==> config.mk <==
export PLATFORM = sky130hd
export DESIGN_NAME = tls_client_hello_field_extractor_top_flat
export DESIGN_NICKNAME = d
export VERILOG_FILES = /design/src/hdl/tch_pkg.sv /design/src/hdl/tch_if.sv /design/src/hdl/tch_parser.sv /design/src/hdl/tch_out_queue.sv /design/src/hdl/tls_client_hello_field_extractor_top.sv /design/src/flat_wrapper.sv
export SDC_FILE = /design/constraint.sdc
export NUM_CORES = 1
export LEC_CHECK = 0
export BUFFER_PORTS_ARGS = -buffer_cell sky130_fd_sc_hd__clkbuf_2
export CORE_ASPECT_RATIO = 1.4
export CORE_UTILIZATION = 57
export DETAILED_ROUTE_END_ITERATION = 8
export PLACE_DENSITY = 0.77
export SETUP_SLACK_MARGIN = 0.5
export SLEW_MARGIN = 20
export SYNTH_ARGS = -nofsm -noshare
export SYNTH_HDL_FRONTEND = slang
export SYNTH_HIERARCHICAL = 1
export SYNTH_SLANG_ARGS = --single-unit
==> constraint.sdc <==
create_clock -name clk -period 4.7 [get_ports clk]
set_input_delay 0.94 -clock clk [delete_from_list [all_inputs] [get_ports clk]]
set_output_delay 0.94 -clock clk [all_outputs]
set_load 0.02 [all_outputs]
==> src/hdl/tch_pkg.sv <==
// package: types, codes and helpers shared by the client hello field extractor
`timescale 1ns / 1ps
package tch_pkg;

	// walk position through the record and handshake header
	typedef enum logic [4:0] {
		PH_SEARCH  = 5'd0,
		PH_HSLEN   = 5'd1,
		PH_VER     = 5'd2,
		PH_RANDOM  = 5'd3,
		PH_SIDLEN  = 5'd4,
		PH_SID     = 5'd5,
		PH_CSLEN   = 5'd6,
		PH_CIPHER  = 5'd7,
		PH_CMLEN   = 5'd8,
		PH_CM      = 5'd9,
		PH_EXTSLEN = 5'd10,
		PH_ETYPE   = 5'd11,
		PH_ELEN    = 5'd12,
		PH_ESKIP   = 5'd13,
		PH_PFLEN   = 5'd14,
		PH_PF      = 5'd15,
		PH_CVLEN   = 5'd16,
		PH_CV      = 5'd17,
		PH_DONE    = 5'd18
	} phase_t;

	// kind codes of a result
	typedef enum logic [2:0] {
		KIND_VERSION = 3'd0,
		KIND_CIPHER  = 3'd1,
		KIND_EXT     = 3'd2,
		KIND_CURVE   = 3'd3,
		KIND_POINT   = 3'd4,
		KIND_STATUS  = 3'd5
	} kind_t;

	// header match bytes and extension types of interest
	localparam logic [7:0]  REC_HANDSHAKE  = 8'h16;
	localparam logic [7:0]  HS_CLIENTHELLO = 8'h01;
	localparam logic [15:0] EXT_POINTS     = 16'h000B;
	localparam logic [15:0] EXT_CURVES     = 16'h000A;
	localparam logic [15:0] EXT_PADDING    = 16'h0015;
	localparam logic [15:0] GREASE_MASK    = 16'h0f0f;
	localparam logic [15:0] GREASE_PAT     = 16'h0a0a;

	// fixed skip lengths of the header and the search window depth
	localparam logic [15:0] HSLEN_BYTES  = 16'd3;
	localparam logic [15:0] RANDOM_BYTES = 16'd32;
	localparam logic [2:0]  WIN_DEPTH    = 3'd5;

	// result queue geometry
	localparam int QDEPTH = 4;
	localparam int QPTR_W = $clog2(QDEPTH);
	localparam int QCNT_W = $clog2(QDEPTH + 1);

	typedef struct packed {
		kind_t       kind;
		logic [15:0] value;
		logic        grease;
		logic        err;
		logic        found;
		logic        last;
	} result_t;

	// up to two results produced by one byte
	typedef struct packed {
		logic [1:0] n;
		result_t    r0;
		result_t    r1;
	} parse_out_t;

	// queue status seen by the top level
	typedef struct packed {
		logic [QCNT_W-1:0] count;
		logic              room2;
	} q_stat_t;

	function automatic logic is_grease(input logic [15:0] v);
		is_grease = ((v & GREASE_MASK) == GREASE_PAT) && (v[15:8] == v[7:0]);
	endfunction

endpackage

==> src/hdl/tch_if.sv <==
// channel interfaces: byte request in, field request out
`timescale 1ns / 1ps
interface tch_byte_if;
	logic       valid;
	logic       ready;
	logic [7:0] data_byte;
	logic       final_byte;

	modport source (output valid, output data_byte, output final_byte, input ready);
	modport sink (input valid, input data_byte, input final_byte, output ready);
endinterface

interface tch_field_if;
	logic        valid;
	logic        ready;
	logic [2:0]  field_kind;
	logic [15:0] field_value;
	logic        grease_flag;
	logic        end_error;
	logic        hello_found;
	logic        run_last;

	modport source (output valid, output field_kind, output field_value, output grease_flag,
		output end_error, output hello_found, output run_last, input ready);
	modport sink (input valid, input field_kind, input field_value, input grease_flag,
		input end_error, input hello_found, input run_last, output ready);
endinterface

==> src/hdl/tch_parser.sv <==
// parser: header search and field walk, one byte per accepted request
`timescale 1ns / 1ps
module tch_parser
	import tch_pkg::*;
(
	input  logic       clk,
	input  logic       arst_n,
	input  logic       fire,
	input  logic [7:0] data_byte,
	input  logic       final_byte,
	output parse_out_t po
);

	logic [7:0]  win_q [0:4];
	logic [2:0]  fill_q;
	phase_t      phase_q;
	logic [15:0] skip_q;
	logic [15:0] items_q;
	logic [15:0] ext_rem_q;
	logic [15:0] ext_type_q;
	logic [7:0]  partial_q;
	logic        bif_q;

	logic [7:0]  win_n [0:4];
	logic [2:0]  fill_n;
	phase_t      phase_n;
	logic [15:0] skip_n;
	logic [15:0] items_n;
	logic [15:0] ext_rem_n;
	logic [15:0] ext_type_n;
	logic [7:0]  partial_n;
	logic        bif_n;

	// next state and results for the byte at the input
	always_comb begin
		logic        matched;
		logic        take;
		logic        in_ext;
		logic        left;
		logic        emit;
		kind_t       ekind;
		logic [15:0] eval;
		logic [15:0] v16;
		logic [15:0] skip_dec;
		logic [15:0] items_dec;
		logic [15:0] ext_dec;
		result_t     vres;
		result_t     sres;

		for (int i = 0; i < 5; i++) win_n[i] = win_q[i];
		fill_n     = fill_q;
		phase_n    = phase_q;
		skip_n     = skip_q;
		items_n    = items_q;
		ext_rem_n  = ext_rem_q;
		ext_type_n = ext_type_q;
		partial_n  = partial_q;
		bif_n      = bif_q;
		matched    = 1'b0;
		take       = 1'b0;
		in_ext     = 1'b0;
		emit       = 1'b0;
		ekind      = KIND_VERSION;
		eval       = '0;
		v16        = {partial_q, data_byte};
		skip_dec   = (skip_q != 16'd0) ? skip_q - 16'd1 : skip_q;
		items_dec  = (items_q != 16'd0) ? items_q - 16'd1 : items_q;
		ext_dec    = (ext_rem_q != 16'd0) ? ext_rem_q - 16'd1 : ext_rem_q;
		left       = (ext_dec != 16'd0);

		unique case (phase_q)
			PH_SEARCH: begin
				matched = (fill_q >= WIN_DEPTH) && (win_q[0] == REC_HANDSHAKE)
					&& (data_byte == HS_CLIENTHELLO);
				for (int i = 0; i < 4; i++) win_n[i] = win_q[i+1];
				win_n[4] = data_byte;
				if (fill_q < WIN_DEPTH) fill_n = fill_q + 3'd1;
				if (matched) begin
					phase_n = PH_HSLEN;
					skip_n  = HSLEN_BYTES;
				end
			end
			PH_HSLEN, PH_RANDOM, PH_SID, PH_CM: begin
				skip_n = skip_dec;
				if (skip_dec == 16'd0) begin
					unique case (phase_q)
						PH_HSLEN:  phase_n = PH_VER;
						PH_RANDOM: phase_n = PH_SIDLEN;
						PH_SID:    phase_n = PH_CSLEN;
						default:   phase_n = PH_EXTSLEN;
					endcase
				end
			end
			PH_VER: begin
				take = 1'b1;
				if (bif_q) begin
					emit    = 1'b1;
					ekind   = KIND_VERSION;
					eval    = v16;
					phase_n = PH_RANDOM;
					skip_n  = RANDOM_BYTES;
				end
			end
			PH_SIDLEN: begin
				skip_n  = {8'd0, data_byte};
				phase_n = (data_byte != 8'd0) ? PH_SID : PH_CSLEN;
			end
			PH_CMLEN: begin
				skip_n  = {8'd0, data_byte};
				phase_n = (data_byte != 8'd0) ? PH_CM : PH_EXTSLEN;
			end
			PH_CSLEN: begin
				take = 1'b1;
				if (bif_q) begin
					items_n = {1'b0, v16[15:1]};
					phase_n = (v16[15:1] != 15'd0) ? PH_CIPHER : PH_CMLEN;
				end
			end
			PH_CIPHER: begin
				take = 1'b1;
				if (bif_q) begin
					emit    = 1'b1;
					ekind   = KIND_CIPHER;
					eval    = v16;
					items_n = items_dec;
					if (items_dec == 16'd0) phase_n = PH_CMLEN;
				end
			end
			PH_EXTSLEN: begin
				take = 1'b1;
				if (bif_q) begin
					ext_rem_n = v16;
					phase_n   = (v16 != 16'd0) ? PH_ETYPE : PH_DONE;
				end
			end
			PH_ETYPE, PH_ELEN, PH_ESKIP, PH_PFLEN, PH_PF, PH_CVLEN, PH_CV: begin
				in_ext    = 1'b1;
				ext_rem_n = ext_dec;
				unique case (phase_q)
					PH_ETYPE: begin
						take = 1'b1;
						if (bif_q) begin
							ext_type_n = v16;
							phase_n    = PH_ELEN;
						end
					end
					PH_ELEN: begin
						take = 1'b1;
						if (bif_q && left) begin
							emit  = 1'b1;
							ekind = KIND_EXT;
							eval  = ext_type_q;
							priority if (ext_type_q == EXT_POINTS) begin
								phase_n = PH_PFLEN;
							end else if (ext_type_q == EXT_CURVES) begin
								phase_n = PH_CVLEN;
							end else if (ext_type_q == EXT_PADDING) begin
								phase_n = PH_DONE;
							end else begin
								skip_n  = v16;
								phase_n = (v16 != 16'd0) ? PH_ESKIP : PH_ETYPE;
							end
						end
					end
					PH_ESKIP: begin
						skip_n = skip_dec;
						if (skip_dec == 16'd0) phase_n = PH_ETYPE;
					end
					PH_PFLEN: begin
						items_n = {8'd0, data_byte};
						phase_n = (data_byte != 8'd0) ? PH_PF : PH_ETYPE;
					end
					PH_PF: begin
						if (left) begin
							emit  = 1'b1;
							ekind = KIND_POINT;
							eval  = {8'd0, data_byte};
						end
						items_n = items_dec;
						if (items_dec == 16'd0) phase_n = PH_ETYPE;
					end
					PH_CVLEN: begin
						take = 1'b1;
						if (bif_q) begin
							items_n = {1'b0, v16[15:1]};
							phase_n = (v16[15:1] != 15'd0) ? PH_CV : PH_ETYPE;
						end
					end
					default: begin
						take = 1'b1;
						if (bif_q) begin
							if (left) begin
								emit  = 1'b1;
								ekind = KIND_CURVE;
								eval  = v16;
							end
							items_n = items_dec;
							if (items_dec == 16'd0) phase_n = PH_ETYPE;
						end
					end
				endcase
			end
			default: phase_n = PH_DONE;
		endcase

		// two-byte field collection
		if (take) begin
			if (!bif_q) begin
				partial_n = data_byte;
				bif_n     = 1'b1;
			end else begin
				bif_n = 1'b0;
			end
		end

		// extension block used up ends the walk
		if (in_ext && !left) begin
			phase_n = PH_DONE;
			bif_n   = 1'b0;
		end

		vres.kind   = ekind;
		vres.value  = eval;
		vres.grease = is_grease(eval);
		vres.err    = 1'b0;
		vres.found  = 1'b0;
		vres.last   = !final_byte;

		sres.kind   = KIND_STATUS;
		sres.value  = '0;
		sres.grease = 1'b0;
		sres.err    = ((phase_q >= PH_HSLEN) && (phase_q <= PH_EXTSLEN))
			|| ((phase_q == PH_SEARCH) && matched);
		sres.found  = (phase_q != PH_SEARCH) || matched;
		sres.last   = 1'b1;

		// pack results in order, status after any value
		po.r1 = sres;
		if (emit) begin
			po.r0 = vres;
			po.n  = final_byte ? 2'd2 : 2'd1;
		end else begin
			po.r0 = sres;
			po.n  = final_byte ? 2'd1 : 2'd0;
		end

		// end of buffer clears everything
		if (final_byte) begin
			for (int i = 0; i < 5; i++) win_n[i] = '0;
			fill_n     = '0;
			phase_n    = PH_SEARCH;
			skip_n     = '0;
			items_n    = '0;
			ext_rem_n  = '0;
			ext_type_n = '0;
			partial_n  = '0;
			bif_n      = 1'b0;
		end
	end

	// parse state registers
	always_ff @(posedge clk or negedge arst_n) begin
		if (!arst_n) begin
			for (int i = 0; i < 5; i++) win_q[i] <= '0;
			fill_q     <= '0;
			phase_q    <= PH_SEARCH;
			skip_q     <= '0;
			items_q    <= '0;
			ext_rem_q  <= '0;
			ext_type_q <= '0;
			partial_q  <= '0;
			bif_q      <= 1'b0;
		end else if (fire) begin
			for (int i = 0; i < 5; i++) win_q[i] <= win_n[i];
			fill_q     <= fill_n;
			phase_q    <= phase_n;
			skip_q     <= skip_n;
			items_q    <= items_n;
			ext_rem_q  <= ext_rem_n;
			ext_type_q <= ext_type_n;
			partial_q  <= partial_n;
			bif_q      <= bif_n;
		end
	end

endmodule

==> src/hdl/tch_out_queue.sv <==
// result queue: takes up to two results a cycle, hands out one
`timescale 1ns / 1ps
module tch_out_queue
	import tch_pkg::*;
(
	input  logic       clk,
	input  logic       arst_n,
	input  logic       push,
	input  parse_out_t po,
	input  logic       pop,
	output logic       head_valid,
	output result_t    head,
	output q_stat_t    stat
);

	result_t           mem_q [0:QDEPTH-1];
	logic [QPTR_W-1:0] wr_q;
	logic [QPTR_W-1:0] rd_q;
	logic [QCNT_W-1:0] count_q;
	logic [1:0]        n_in;
	logic              n_out;
	logic [QPTR_W-1:0] wr_nxt;

	assign n_in   = push ? po.n : 2'd0;
	assign n_out  = pop && (count_q != '0);
	assign wr_nxt = wr_q + QPTR_W'(1);

	assign head_valid = (count_q != '0);
	assign head       = mem_q[rd_q];
	assign stat.count = count_q;
	assign stat.room2 = (count_q <= QCNT_W'(QDEPTH - 2));

	// entry writes
	always_ff @(posedge clk) begin
		if (n_in != 2'd0) mem_q[wr_q] <= po.r0;
		if (n_in == 2'd2) mem_q[wr_nxt] <= po.r1;
	end

	// pointers and fill count
	always_ff @(posedge clk or negedge arst_n) begin
		if (!arst_n) begin
			wr_q    <= '0;
			rd_q    <= '0;
			count_q <= '0;
		end else begin
			wr_q    <= wr_q + QPTR_W'(n_in);
			rd_q    <= rd_q + QPTR_W'(n_out);
			count_q <= count_q + QCNT_W'(n_in) - QCNT_W'(n_out);
		end
	end

endmodule

==> src/hdl/tls_client_hello_field_extractor_top.sv <==
// top level: client hello field extractor with byte input and field output channels
// a result is written into the result queue when its byte request is accepted and is handed out from the queue head
// throughput: one byte per cycle while the queue has room; a byte that yields two results hands them out one at a time
// the input takes a byte whenever the four-entry result queue has room for two results
// reset: asynchronous, clears the parse state to header search and empties the queue
`timescale 1ns / 1ps
module tls_client_hello_field_extractor_top
	import tch_pkg::*;
(
	input  logic        clk,
	input  logic        arst_n,
	tch_byte_if.sink    in_ch,
	tch_field_if.source out_ch
);

	parse_out_t po;
	q_stat_t    qstat;
	result_t    head;
	logic       head_valid;
	logic       in_fire;
	logic       out_fire;

	assign in_ch.ready = qstat.room2;
	assign in_fire     = in_ch.valid && in_ch.ready;
	assign out_fire    = out_ch.valid && out_ch.ready;

	// byte walk
	tch_parser u_parser (
		.clk        (clk),
		.arst_n     (arst_n),
		.fire       (in_fire),
		.data_byte  (in_ch.data_byte),
		.final_byte (in_ch.final_byte),
		.po         (po)
	);

	// result buffering
	tch_out_queue u_queue (
		.clk        (clk),
		.arst_n     (arst_n),
		.push       (in_fire),
		.po         (po),
		.pop        (out_fire),
		.head_valid (head_valid),
		.head       (head),
		.stat       (qstat)
	);

	// output channel
	assign out_ch.valid       = head_valid;
	assign out_ch.field_kind  = head.kind;
	assign out_ch.field_value = head.value;
	assign out_ch.grease_flag = head.grease;
	assign out_ch.end_error   = head.err;
	assign out_ch.hello_found = head.found;
	assign out_ch.run_last    = head.last;

	// a last byte always leaves its status in the queue
	a_final_gives_result: assert property (@(posedge clk) disable iff (!arst_n)
		in_fire && in_ch.final_byte |=> out_ch.valid)
		else $error("no result after last byte");

	// queue never overfills
	a_queue_bound: assert property (@(posedge clk) disable iff (!arst_n)
		qstat.count <= QCNT_W'(QDEPTH))
		else $error("result queue overflow");

	// status always closes the run of its byte
	a_status_last: assert property (@(posedge clk) disable iff (!arst_n)
		out_ch.valid && (out_ch.field_kind == KIND_STATUS) |-> out_ch.run_last)
		else $error("status not marked last");

endmodule

==> src/flat_wrapper.sv <==
// flat-port wrapper written by rule: the top's interface ports become plain ports
module tls_client_hello_field_extractor_top_flat import tch_pkg::*;
  (clk, arst_n, in_ch_valid, in_ch_data_byte, in_ch_final_byte, in_ch_ready, out_ch_valid, out_ch_field_kind, out_ch_field_value, out_ch_grease_flag, out_ch_end_error, out_ch_hello_found, out_ch_run_last, out_ch_ready);
  tch_byte_if in_ch_i ();
  tch_field_if out_ch_i ();
  input  logic clk;
  input  logic arst_n;
  input wire logic [$bits(in_ch_i.valid)-1:0] in_ch_valid;
  input wire logic [$bits(in_ch_i.data_byte)-1:0] in_ch_data_byte;
  input wire logic [$bits(in_ch_i.final_byte)-1:0] in_ch_final_byte;
  output wire logic [$bits(in_ch_i.ready)-1:0] in_ch_ready;
  output wire logic [$bits(out_ch_i.valid)-1:0] out_ch_valid;
  output wire logic [$bits(out_ch_i.field_kind)-1:0] out_ch_field_kind;
  output wire logic [$bits(out_ch_i.field_value)-1:0] out_ch_field_value;
  output wire logic [$bits(out_ch_i.grease_flag)-1:0] out_ch_grease_flag;
  output wire logic [$bits(out_ch_i.end_error)-1:0] out_ch_end_error;
  output wire logic [$bits(out_ch_i.hello_found)-1:0] out_ch_hello_found;
  output wire logic [$bits(out_ch_i.run_last)-1:0] out_ch_run_last;
  input wire logic [$bits(out_ch_i.ready)-1:0] out_ch_ready;
  assign in_ch_i.valid = in_ch_valid;
  assign in_ch_i.data_byte = in_ch_data_byte;
  assign in_ch_i.final_byte = in_ch_final_byte;
  assign in_ch_ready = in_ch_i.ready;
  assign out_ch_valid = out_ch_i.valid;
  assign out_ch_field_kind = out_ch_i.field_kind;
  assign out_ch_field_value = out_ch_i.field_value;
  assign out_ch_grease_flag = out_ch_i.grease_flag;
  assign out_ch_end_error = out_ch_i.end_error;
  assign out_ch_hello_found = out_ch_i.hello_found;
  assign out_ch_run_last = out_ch_i.run_last;
  assign out_ch_i.ready = out_ch_ready;
  tls_client_hello_field_extractor_top u_core (.clk(clk), .arst_n(arst_n), .in_ch(in_ch_i), .out_ch(out_ch_i));
endmodule
Yosys cells after proc, flatten, opt, wreduce, memory -nomap -nowiden
Memory sizes are Yosys's and may differ from the RTL's. Cells that the tools add are included.

Flip-flop bits (word level): 128. Memory bits (writable): 92. Output and inout bits: 25. Memories kept: 1.

Add/sub/neg operators: 9. Magnitude comparators: 5. Equality and inequality tests: 47. Muxes and demuxes: 95. Reduce and logical (&&, ||, !) cells: 54.

Memory list: u_core.u_queue.mem_q (words 4, width 23, rd ports 1, clocked after Yosys merged registers in 0, write ports 2, line tch_out_queue.sv:16) `result_t mem_q [0:QDEPTH-1];`.

Operators with widths (count): $mux W16 (22); $mux W5 (20); $pmux W16 S2 (3); $pmux W16 S3 (2); $mux W40 (2); $pmux W16 S5 (1); $reduce_bool A16 Y1 (5); $pmux W16 S4 (1); $ne A4 B4 Y1 const B (12); $sub A16 B1 Y16 const B (3); $pmux W5 S9 (1); $eq A5 B4 Y1 const B (8); $eq A16 B4 Y1 const B (2); $logic_not A16 Y1 (2); $mux W8 (4); $pmux W5 S6 (1); $mux W25 (1); $eq A5 B3 Y1 const B (4); $ne A5 B5 Y1 const B (4); $mux W3 (6); $mux W1 (17); $eq A16 B5 Y1 const B (1); $reduce_bool A15 Y1 (1); $mux W2 (7); other kinds (47) (80).

Longest topological paths before layout
Gate-level depths: netlist of the first run.

Depth in word-level cells: 14. Gate-level depth with buffers: 20.

Hierarchy
Netlist of the first run, hierarchy kept.

By module, submodules not included: tch_parser (instances 1, cells each 1063, area an instance 8660.8 µm²); tch_out_queue (instances 1, cells each 268, area an instance 4952.2 µm²); tls_client_hello_field_extractor_top (instances 1, cells each 2, area an instance 12.5 µm²).

Worst setup path after synthesis of the first run
No wires, ideal clock.

Kind: register to register. Start point: reg u_core.u_parser.ext_rem_q[0]. End point: mem u_core/u_queue/mem_q[1][0] in the netlist's numbering, enable pin. Library setup time: 403 ps. Arrival time: 4696 ps. Data required time: 4297 ps. Slack: -399 ps. Cell stages (with the launch flop): 17. Period minus slack after synthesis: 5099 ps. Cells stage by stage: dfrtp_1 -> inv_1 -> ha_1 -> or3b_1 -> clkbuf_1 -> or4_1 -> buf_2 -> mux2i_1 -> and4b_4 -> a31o_2 -> nor3_1 -> or3b_1 -> clkbuf_1 -> ha_1 -> mux2_2 -> nand2_1 -> nor2_1.

RTL lines: from (decl) (line tch_parser.sv:19) `logic [15:0] ext_rem_q;`; from (signal assigned) (line tch_parser.sv:279) `ext_rem_q <= ext_rem_n;`; to (decl) (line tch_out_queue.sv:16).

==> results of run 1 <==
[flip-flops by register name (all words and copies together) (netlist names)]
signal	cells
u_core/u_queue/mem_q	92
u_core/u_parser/win_q	40
u_core/u_parser/ext_rem_q	16
u_core/u_parser/ext_type_q	16
u_core/u_parser/items_q	16
u_core/u_parser/skip_q	16
u_core/u_parser/partial_q	8
u_core/u_parser/phase_q	5
u_core/u_parser/fill_q	3
u_core/u_queue/count_q	3
u_core/u_queue/rd_q	2
u_core/u_queue/wr_q	2
u_core/u_parser/bif_q	1
[layout by cell type, fill, tap and decap left out, types with 19 or more instances in the layout]
master       n
buf_4       70
o21ai_0     80
mux2_4      82
edfxtp_1    92
inv_1       27
nand3_1     34
a21oi_1     65
clkbuf_2    36
nor4_1      21
dfrtp_1    127
mux2i_1     21
a22o_1      63
nand2_1    136
nor2_1      73
nor3_1      39
clkbuf_16   28
o31ai_1     19
conb_1      21
mux4_2      23
mux2_2      21
[cell type report]
type	count	area (um^2)	share of cell area (%)
inverter	29	109	0.681
multi-input combinational	991	7540	47.1
clock inverter	11	92.6	0.579
clock buffer	31	678	4.24
sequential	220	5970	37.3
tap	306	383	2.39
timing repair buffer	134	1220	7.64
[cells by family (layout without fill, tap and decap cells)]
group           count (synthesis)  after routing
fa+ha+maj                      14             14
xor+xnor                       19             19
flops                         220            220
simple gates                  435            436
compound gates                354            354
other cells                     2             21
mux                           147            147
buf+inv                       142            205
[per-stage QoR]
step                      instances  instance area [um^2]  setup TNS [ps]
after floorplan                1352                 13700               0
after detailed placement       1644                 14300           -17.4
after global routing           1722                 16000               0
after global placement         1644                 14300               0
final                          1722                 16000               0
after CTS                      1709                 15500               0
[metal layers]
metal / routed length, um / part of all wire (%) / global-route usage, % / vias up
met2: 20600 / 50 / 57.7 / 550
met4: 2570 / 6.2 / 18.5 / 2
met1: 15400 / 37 / 37.8 / 5705
met5: 17 / 0.041 / 0 / -
met3: 2880 / 6.9 / 4.38 / 176
li1: - / - / - / 5141
[repair_timing]
action	in CTS	in global routing
setup buffers	18	9
endpoints found under the setup margin	187	187
pin swaps	15	6
cloned	5	4
hold buffers	0	0
hold endpoints to repair	0	0
resized for setup	40	67
[path summary, 6_finish.rpt]
path	startpoint	endpoint	cells past startpoint
setup reg to reg	u_core/u_parser/ext_rem_q[6]$_DFFE_PN0P_	u_core/u_queue/count_q[2]$_DFF_PN0_	16
setup / recovery	u_core/u_parser/ext_rem_q[6]$_DFFE_PN0P_	u_core/u_queue/count_q[2]$_DFF_PN0_	16
min in group asynchronous	arst_n	u_core/u_parser/skip_q[15]$_DFFE_PN0P_	1
hold reg to reg	u_core/u_parser/win_q[17]$_DFFE_PN0P_	u_core/u_parser/win_q[25]$_DFFE_PN0P_	1
hold / removal	u_core/u_parser/win_q[17]$_DFFE_PN0P_	u_core/u_parser/win_q[25]$_DFFE_PN0P_	1
max in group asynchronous	arst_n	u_core/u_queue/rd_q[1]$_DFF_PN0_	2
[worst max-delay path, stage by stage (launching register included)]
cell	delay (ps)
dfrtp_1	380
or4_4	610
buf_4	180
nor4_4	260
buf_4	150
mux2i_1	210
o311a_4	260
a31o_4	190
nor3_4	50
or3b_4	410
buf_4	170
ha_2	220
nand2_1	120
ha_1	280
fa_2	420
xor2_2	180
xnor2_1	180
[power groups by stage]
| stage | clock network (mW) | logic [mW] | registers, mW |
|---|---|---|---|
| final | 1.87 | 5.67 | 3.09 |
| after CTS | 1.87 | 5.37 | 3.05 |
| after detailed placement | 0 | 5.08 | 3.08 |
| after global routing | 1.95 | 6.14 | 3.14 |
| after global placement | 0 | 5.03 | 3.06 |
| after floorplan | 0 | 4.00 | 2.75 |
==> metrics.yaml, run 1 <==
swShare_pct: 44.1
finalPower_mw: 10.6
synth.area.top_cells: "dfrtp_1 (24%), edfxtp_1 (20%), mux2_2 (6.7%), a22o_1 (4.0%), mux4_2 (3.8%)"
maxSlewHeadroom_pct: 28.7
worst_slack_ps: 340
hp-class: "flop to flop"
synth_top_area_share_pct: 23.5
crit_path_end_kind: "flop"
fin_crit_sh_pct: 92.8
crit_type: "flop to flop"
overflow: 0
synth_warnings: 6
rows: 66
maxSlewViolCount: 0
timing.fmax_mhz: 229
synth_commonest_cells: "nand2_1 (137), dfrtp_1 (128), edfxtp_1 (92), o21ai_0 (82), mux2_2 (81)"
synthMuxAreaShare_pct: 14.5
cp.required_ps: 5130
post-synth-top-count-cell: "nand2_1"
num_vias: 11600
syn_avg_cell_area_um2: 10.2
status: "complete, no violations"
insertion_delay_ps: 530
rsz0062_at_grt: "yes"
synthAdderAreaFrac_pct: 1.32
whs_ps: 492
synth-xor-area-share_pct: 1.22
finClkSkew_ps: 17.6
synth_simple_gate_area_share_pct: 16.4
antenna_found_initial: 1
first_iter_violations: 999
path_clk_slew_ps: 60
synth_compound_area_share_pct: 17.8
grt_usage_pct: 32.5
synth_top_family_by_area: "compound AO/OA/AOI/OAI gates"
min_period_ps: 4360
via_per_inst: 6.72
die_h_um: 185
port_buffers: 37
cts.sinks: 220
hpwlAfterDp_mm: 25.7
ir_drop_uv: 488
seq_area_frac_synth_pct: 43.8
core_area_um2: 23400
cellPowerDensity_nw_per_um2: 665
clockPowerShare_pct: 17.6
final_hold_viol_count: 0
syn-cell-area_um2: 13600
post-route-util_pct: 68.4
crit_path_start_kind: "flop"
fin_nets: 1426
p_seq_share_pct: 29.1
drive_above_1_share_pct: 25.6
drtPass1Iterations: 5
nFillCells: 1709
diodes: 0
p_leak_nw: 6.55
async_reset_ff_share_pct: 58.2
cts_buffers: 24
cts_max_level: 1
start_util_pct: 58.3
worst_slew_pin_slew_ps: 1070
dieArea_um2: 24500
arrival_ps: 4790
synthFlopType: "dfrtp_1"
synth_largest_area_cell: "dfrtp_1"
cp_max_fo: 7
place_ws_ps: -17.4
clock_path_buffers: 3
syn2layout_area_growth_pct: 17.3
internal-power_mw: 5.94
power_frac_comb_pct: 53.4
p_switching_mw: 4.69
synth_cell_type_count: 90
ant_nets: 0
reg2reg_slack_ps: 340
die_w_um: 133
maxCapViolations: 0
setup_viol: 0
ys_ff_latch: 220
syn_inst: 1333
cts_tree: "yes"
grt_pass1_vias: 11300
clockRootBuffer: "clkbuf_16"
drcViolationCount: 0
grt_pass1_wl_mm: 62.0
ioPinCount: 38
routed_wl_mm: 41.5
gp_congestion: 1.01
grt_max_degree: 109
routedWlPerCell_um: 24.1
synth-edff-count: 92
Power figures use the tool's default switching activity.
==> run 2, diff against run 1 <==
- MAX_ROUTING_LAYER: not set -> met4
- SETUP_SLACK_MARGIN: 0.5 -> not set
==> run 2 against run 1 <==
  * Die area is the same
  * Global-route usage grew 0.12 points
  * Wire length shrank 7.5%
  * Clock-buffer cell count shrank 8
  * First-iteration DRC count grew 4.8%
  * Combinational power shrank 3.9%
  * Register-to-register slack lost 140 ps
  * Critical path type unchanged
  * Critical endpoint unchanged
  * Largest cell class unchanged
==> metrics.yaml, run 2 (synthesized netlist as in run 1, its figures left out) <==
status: "complete, no violations"
grt_usage_pct: 32.6  # +0.12 points
largest_reg_flops: 92  # unchanged
maxSlewViolCount: 0  # unchanged
die_w_um: 133  # unchanged
mostFrequentLayoutCells: "nand2_1 (137), dfrtp_1 (127), edfxtp_1 (92), o21ai_0 (81), mux2_2 (81)"
cp_num_buf_inv: 2  # -1
path_cells: "inv_1 > ha_1 > or3b_1 > or3_1 > a2111oi_2 > and4b_4 > a31o_4 > nor3_1 > or3b_4 > ha_4 > and2_1 > xnor2_1 > ha_1 > inv_1 > fa_1 > xor2_2 > xnor2_1"
cts_tree: "yes"
insertion_delay_ps: 510  # -20 ps
hpwlAfterDp_mm: 26.0  # +0.91%
regMostFlops: "u_core/u_queue/mem_q"
gp_congestion: 1.07  # +6.3%
min_period_ps: 4500  # +144 ps
overflow: 0  # unchanged
cp.required_ps: 5080  # -50 ps
grt_pass1_vias: 10700  # -5.5%
crit_type: "flop to flop"
worst_slew_pin_slew_ps: 976  # -89.4 ps
port_buffers: 37  # unchanged
final_hold_viol_count: 0  # unchanged
fin_tns_setup_ps: 0  # unchanged
grt_pass1_wl_mm: 60.3  # -2.9%
core_area_um2: 23400  # unchanged
nFillCells: 1844  # +7.9%
ioPinCount: 38  # unchanged
crit_slowest_cell: "or3b_4"
cp.depth: 17  # +1
arrival_ps: 4890  # +100 ps
start_util_pct: 58.3  # unchanged
cts_max_level: 1  # unchanged
drcViolationCount: 0  # unchanged
finClkSkew_ps: 22.1  # +4.43 ps
routed_wl_mm: 38.4  # -7.5%
max_stage_delay_ps: 470  # -140 ps
diodes: 0  # unchanged
grt_max_degree: 85  # -22%
timing.fmax_mhz: 222  # -3.2%
path_clk_slew_ps: 70  # about the same
ant_nets: 0  # unchanged
first_iter_violations: 1047  # +4.8%
maxCapViolations: 0  # unchanged
crit_path_end_kind: "flop"
maxSlewHeadroom_pct: 34.7  # +6.0 points
rsz0062_at_grt: "no"
cp_top_family: "simple AND/OR/NAND/NOR gates"
fin_crit_sh_pct: 95.8  # +3.1 points
fin_nets: 1391  # -2.5%
r2r_cells: 17  # +1
antenna_found_initial: 0  # -1
cts.sinks: 220  # unchanged
routedWlPerCell_um: 22.8  # -5.6%
cts_buffers: 23  # -4.2%
whs_ps: 488  # -4.68 ps
stdcell_count: 1686  # -2.1%
crit_path_start_kind: "flop"
ir_drop_uv: 561  # +15%
final_common_cell: "nand2_1"
dp.cells: 1644  # unchanged
top_regs: "u_core/u_queue/mem_q (92), u_core/u_parser/win_q (40)"
dieArea_um2: 24500  # unchanged
fin_area_um2: 15200  # -5.0%
rows: 66  # unchanged
via_per_inst: 6.57  # -2.2%
drtPass1Iterations: 5  # unchanged
setup_viol: 0  # unchanged
clock_path_buffers: 3  # unchanged
p_leak_nw: 6.22  # -5.0%
hp-class: "input port to async pin"
place_area_um2: 14300  # about the same
drive_above_1_share_pct: 22.5  # -3.1 points
cp_max_fo: 6  # -1
cellPowerDensity_nw_per_um2: 683  # +2.7%
clockRootBuffer: "clkbuf_16"
syn2layout_area_growth_pct: 11.4
die_h_um: 185  # unchanged
num_vias: 11100  # -4.2%
run 2: per-stage QoR:
step	setup slack (ps)	util, %	total power [mW]
2_1_floorplan	22.6	-	6.74
3_3_place_gp	-133	61.3	8.19
3_5_place_dp	86.1	61.3	8.27
4_1_cts	26.6	64.6	10.2
5_1_grt	7.70	65.0	11.0
6_report	195	65.0	10.4
run 2: cell type report:
| class | instances | area [um^2] | share of cell area [%] |
|---|---|---|---|
| Multi-Input combinational cell | 990 | 7200 | 47.4 |
| Clock buffer | 23 | 576 | 3.79 |
| Inverter | 29 | 109 | 0.717 |
| Clock inverter | 17 | 189 | 1.24 |
| Timing Repair Buffer | 101 | 759 | 5.00 |
| Tap cell | 306 | 383 | 2.52 |
| Sequential cell | 220 | 5970 | 39.3 |
run 2: power breakdown:
group          switching, mW  internal [mW]
sequential             0.599           2.46
combinational           3.21           2.24
clock                  0.752           1.11
run 2: what timing repair did:
action / in CTS / in global routing
pin swaps: 0 / 1
gates resized for setup: 1 / 12
hold buffers: 0 / 0
buffers inserted: 0 / 2
setup endpoints to repair: 1 / 43
run 2: worst paths after layout:
kind | endpoint | start | slack, ps
max reg2reg | u_core/u_queue/count_q[2]$_DFF_PN0_ | u_core/u_parser/ext_rem_q[0]$_DFFE_PN0P_ | 200
max in group asynchronous | u_core/u_queue/rd_q[1]$_DFF_PN0_ | arst_n | 3150
max | u_core/u_queue/count_q[2]$_DFF_PN0_ | u_core/u_parser/ext_rem_q[0]$_DFFE_PN0P_ | 200
min reg2reg | u_core/u_parser/win_q[34]$_DFFE_PN0P_ | u_core/u_parser/win_q[34]$_DFFE_PN0P_ | 500
min in group clk | u_core/u_parser/win_q[34]$_DFFE_PN0P_ | u_core/u_parser/win_q[34]$_DFFE_PN0P_ | 500
min | u_core/u_parser/items_q[10]$_DFFE_PN0P_ | arst_n | 490
run 2: layer usage:
layer / wire [um] / vias to the layer above / track usage (%) / part of all wire, %
li1: - / 5074 / - / -
met1: 15100 / 5425 / 39.5 / 39
met2: 19100 / 474 / 54.4 / 50
met3: 2400 / 110 / 3.80 / 6.3
met4: 1750 / 0 / 15.9 / 4.6
met5: 0 / - / - / 0
run 2: worst register-to-register path, cell delays in order (launching register included):
cell       delay [ps]
dfrtp_1           370
inv_1              70
ha_1              160
or3b_1            410
or3_1             390
a2111oi_2         370
and4b_4           340
a31o_4            160
nor3_1             60
or3b_4            470
ha_4              320
and2_1            190
xnor2_1           130
ha_1              160
inv_1              50
fa_1              430
xor2_2            180
xnor2_1           130
==> run 3, diff against run 2 <==
- ABC_AREA: not set -> 1
- CORE_UTILIZATION: 57 -> 58
- PLACE_DENSITY: 0.77 -> 0.78
==> run 3 against run 2 <==
  * Cell area increased by 0.54%
  * First-iteration DRC count is 3.4% lower
  * Non-clock buffer count down 36
  * Combinational power increased by 30%
  * Hold slack about the same
  * Final cell count rose by 35%
  * Sequential share of layout area fell by 0.22 points
  * Clock skew decreased by 4.4 ps
  * Worst setup slack better by 210 ps
  * Maximum frequency up 4.8%
  * Register-to-register slack better by 210 ps
  * Core utilization fell by 1.5 points
==> metrics.yaml, run 3 <==
status: "complete, no violations"
power_frac_comb_pct: 58.4  # +5.8 points
ir_drop_uv: 717  # +28%
post-route-util_pct: 63.5  # -1.5 points
cellPowerDensity_nw_per_um2: 796  # +16%
place_ws_ps: 314  # +228 ps
internal-power_mw: 6.04  # +4.0%
post-synth-top-count-cell: "nand2_1"
rsz0062_at_grt: "no"
final_hold_viol_count: 0  # unchanged
worst_slack_ps: 401  # +205 ps
cts_max_level: 1  # unchanged
synth_warnings: 6  # unchanged
p_seq_share_pct: 26.1  # -3.4 points
synth-edff-count: 92  # unchanged
place_area_um2: 14500  # +1.1%
regMostFlops: "u_core/u_queue/mem_q"
reg2reg_slack_ps: 400  # +210 ps
die_w_um: 135  # +1.5%
p_leak_nw: 6.73  # +8.1%
crit_path_end_kind: "flop"
seq_area_frac_synth_pct: 41.8  # -2.0 points
fin_area_um2: 15300  # +0.54%
maxSlewViolCount: 0  # unchanged
fin_crit_sh_pct: 91.5  # -4.4 points
gp_congestion: 0.994  # -7.0%
min_period_ps: 4300  # -205 ps
finClkSkew_ps: 17.7  # -4.36 ps
routed_wl_mm: 40.7  # +6.2%
r2r_cells: 24  # +7
synth_commonest_cells: "nand2_1 (431), nor2_1 (241), inv_1 (227), o21ai_0 (199), dfrtp_1 (128)"
postCtsSetupBuffers: 0  # unchanged
fin_nets: 1972  # +42%
die_h_um: 188  # +1.5%
cts.sinks: 220  # unchanged
final_common_cell: "nand2_1"
port_buffers: 37  # unchanged
swShare_pct: 50.3  # +6.3 points
syn-cell-area_um2: 14300  # +4.8%
path_clk_slew_ps: 60  # about the same
maxSlewHeadroom_pct: 25.0  # -9.7 points
arrival_ps: 4700  # -190 ps
maxCapViolations: 0  # unchanged
syn_inst: 1943  # +46%
cp_max_fo: 13  # +7
drcViolationCount: 0  # unchanged
cp.required_ps: 5110  # +30 ps
overflow: 0  # unchanged
finalPower_mw: 12.1  # +17%
fin_tns_setup_ps: 0  # unchanged
cts_tree: "yes"
insertion_delay_ps: 520  # about the same
grt_pass1_wl_mm: 65.1  # +8.0%
num_vias: 13400  # +21%
m1WireLength_mm: 15.1  # -0.34%
hpwlAfterDp_mm: 29.6  # +14%
p_switching_mw: 6.10  # +34%
async_reset_ff_share_pct: 58.2  # unchanged
synth_largest_area_cell: "dfrtp_1"
drtPass1Iterations: 7  # +2
whs_ps: 487  # -0.382 ps
antenna_found_initial: 0  # unchanged
timing.fmax_mhz: 233  # +4.8%
core_area_um2: 24100  # +2.9%
synth_top_area_share_pct: 22.4  # -1.1 points
first_iter_violations: 1011  # -3.4%
drive_above_1_share_pct: 8.92  # -14 points
clockRootBuffer: "clkbuf_16"
worst_slew_pin_slew_ps: 1110  # +135 ps
r2r_start: "u_core/u_parser/ext_rem_q[0]$_DFFE_PN0P_"
clockPowerShare_pct: 15.4  # -2.6 points
via_per_inst: 5.89  # -10%
synth_cell_type_count: 55  # -39%
synthFlopType: "dfrtp_1"
ys_ff_latch: 220  # unchanged
cts_buffers: 22  # -4.3%
setup_viol: 0  # unchanged
routedWlPerCell_um: 17.9  # -21%
highest_layer: "met4"
crit_type: "flop to flop"
ant_nets: 0  # unchanged
start_util_pct: 59.3  # +1.0 points
rows: 67  # +1.5%
synth.area.top_cells: "dfrtp_1 (22%), edfxtp_1 (19%), nand2_1 (11%), o21ai_0 (7.0%), nor2_1 (6.3%)"
wl_met2_mm: 20.7  # +8.4%
syn2layout_area_growth_pct: 6.92
grt_max_degree: 67  # -21%
top_regs: "u_core/u_queue/mem_q (92), u_core/u_parser/win_q (40)"
hp-class: "input port to async pin"
largest_reg_flops: 92  # unchanged
mostFrequentLayoutCells: "nand2_1 (431), nor2_1 (241), inv_1 (226), o21ai_0 (199), dfrtp_1 (128)"
crit_path_start_kind: "flop"
syn_avg_cell_area_um2: 7.35  # -28%
grt_pass1_vias: 13000  # +21%
dr_wl_met3_mm: 2.63  # +9.5%
stdcell_count: 2271  # +35%
timing.rr.end: "u_core/u_queue/count_q[2]$_DFF_PN0_"
clock_path_buffers: 3  # unchanged
ioPinCount: 38  # unchanged
dieArea_um2: 25300  # +2.9%
grt_usage_pct: 33.9  # +1.3 points
diodes: 0  # unchanged
dp.cells: 2232  # +36%
ctsHoldBuffers: 0  # unchanged
-- run 3: cell types whose count changed after synthesis, moves of 21 or more --
cell      delta
nand2_1    +294
inv_1      +198
nor2_1     +165
o21ai_0    +117
mux2_2      -81
o21ai_1     +75
nand3_1     +69
o22ai_1     +58
a22o_1      -55
a21oi_1     -34
clkbuf_1    -30
mux4_2      -23
mux2_4      -22
mux2i_1     -21
-- run 3: critical path, stage by stage (launching register included) --
cell and delay (ps):
dfrtp_1 370, inv_1 160, ha_2 270, nand2_4 100, nor2_4 140, nand3_4 180
nand2_1 180, nand2_1 80, nor2_2 110, nand3_2 170, nand2_2 180, a211oi_1 120
or3b_4 450, ha_1 350, nand2_1 120, inv_2 140, nand2_1 60, nand2_1 70
ha_1 130, inv_1 50, fa_1 380, xnor2_1 190, inv_1 60, nand2_1 60
nand2_1 40
-- run 3: logic make-up (layout without fill, tap and decap cells) --
family                     after synthesis  after routing  synth area share (%)
xor gates and xnor gates                17             17                  1.04
DFF                                    220            220                  41.8
adders and majority gates               13             13                  1.19
buffers and inverters                  346            345                  10.9
other                                    2             21                0.0526
AOI/OAI and AO/OA                      460            460                  18.4
and+or+nand+nor                        885            885                  26.6
-- run 3: layout make-up --
| cell class | instances | area [um^2] |
|---|---|---|
| Timing Repair Buffer | 65 | 410 |
| Clock buffer | 30 | 642 |
| Sequential cell | 220 | 5970 |
| Inverter | 241 | 905 |
| Tap cell | 310 | 388 |
| Clock inverter | 9 | 125 |
| Multi-Input combinational cell | 1396 | 6830 |
| Fill cell | 2162 | 8790 |
-- run 3: repair_timing --
| item | in CTS | in global routing |
|---|---|---|
| resized for setup | 0 | 3 |
| setup endpoints to repair | 0 | 1 |
| hold endpoints to repair | 0 | 0 |
-- run 3: worst max path at each step --
stage	from	end	slack (ps)	cells past startpoint
2_1_floorplan	u_core/u_parser/ext_rem_q[0]$_DFFE_PN0P_	u_core/u_queue/mem_q[3][0]$_DFFE_PP_	850	19
3_3_place_gp	u_core/u_parser/ext_rem_q[0]$_DFFE_PN0P_	u_core/u_queue/count_q[2]$_DFF_PN0_	460	24
3_5_place_dp	u_core/u_parser/ext_rem_q[0]$_DFFE_PN0P_	u_core/u_queue/count_q[2]$_DFF_PN0_	310	24
4_1_cts	u_core/u_parser/ext_rem_q[0]$_DFFE_PN0P_	u_core/u_queue/count_q[2]$_DFF_PN0_	260	24
5_1_grt	u_core/u_parser/ext_rem_q[0]$_DFFE_PN0P_	u_core/u_queue/count_q[2]$_DFF_PN0_	40	24
6_report	u_core/u_parser/ext_rem_q[0]$_DFFE_PN0P_	u_core/u_queue/count_q[2]$_DFF_PN0_	400	24
-- run 3: per-layer routing --
| layer | track usage (%) | vias to the layer above |
|---|---|---|
| li1 | - | 6461 |
| met2 | 59.1 | 580 |
| met3 | 4.49 | 157 |
| met5 | - | - |
| met4 | 19.1 | 0 |
| met1 | 36.8 | 6168 |
-- run 3: power by group through the flow --
stage | clock (mW) | combinational (mW) | sequential [mW]
floorplan | 0 | 5.38 | 3.01
global placement | 0 | 6.86 | 3.17
detailed placement | 0 | 6.98 | 3.18
CTS | 1.90 | 7.01 | 3.15
global route | 1.97 | 7.98 | 3.22
finish | 1.88 | 7.10 | 3.17
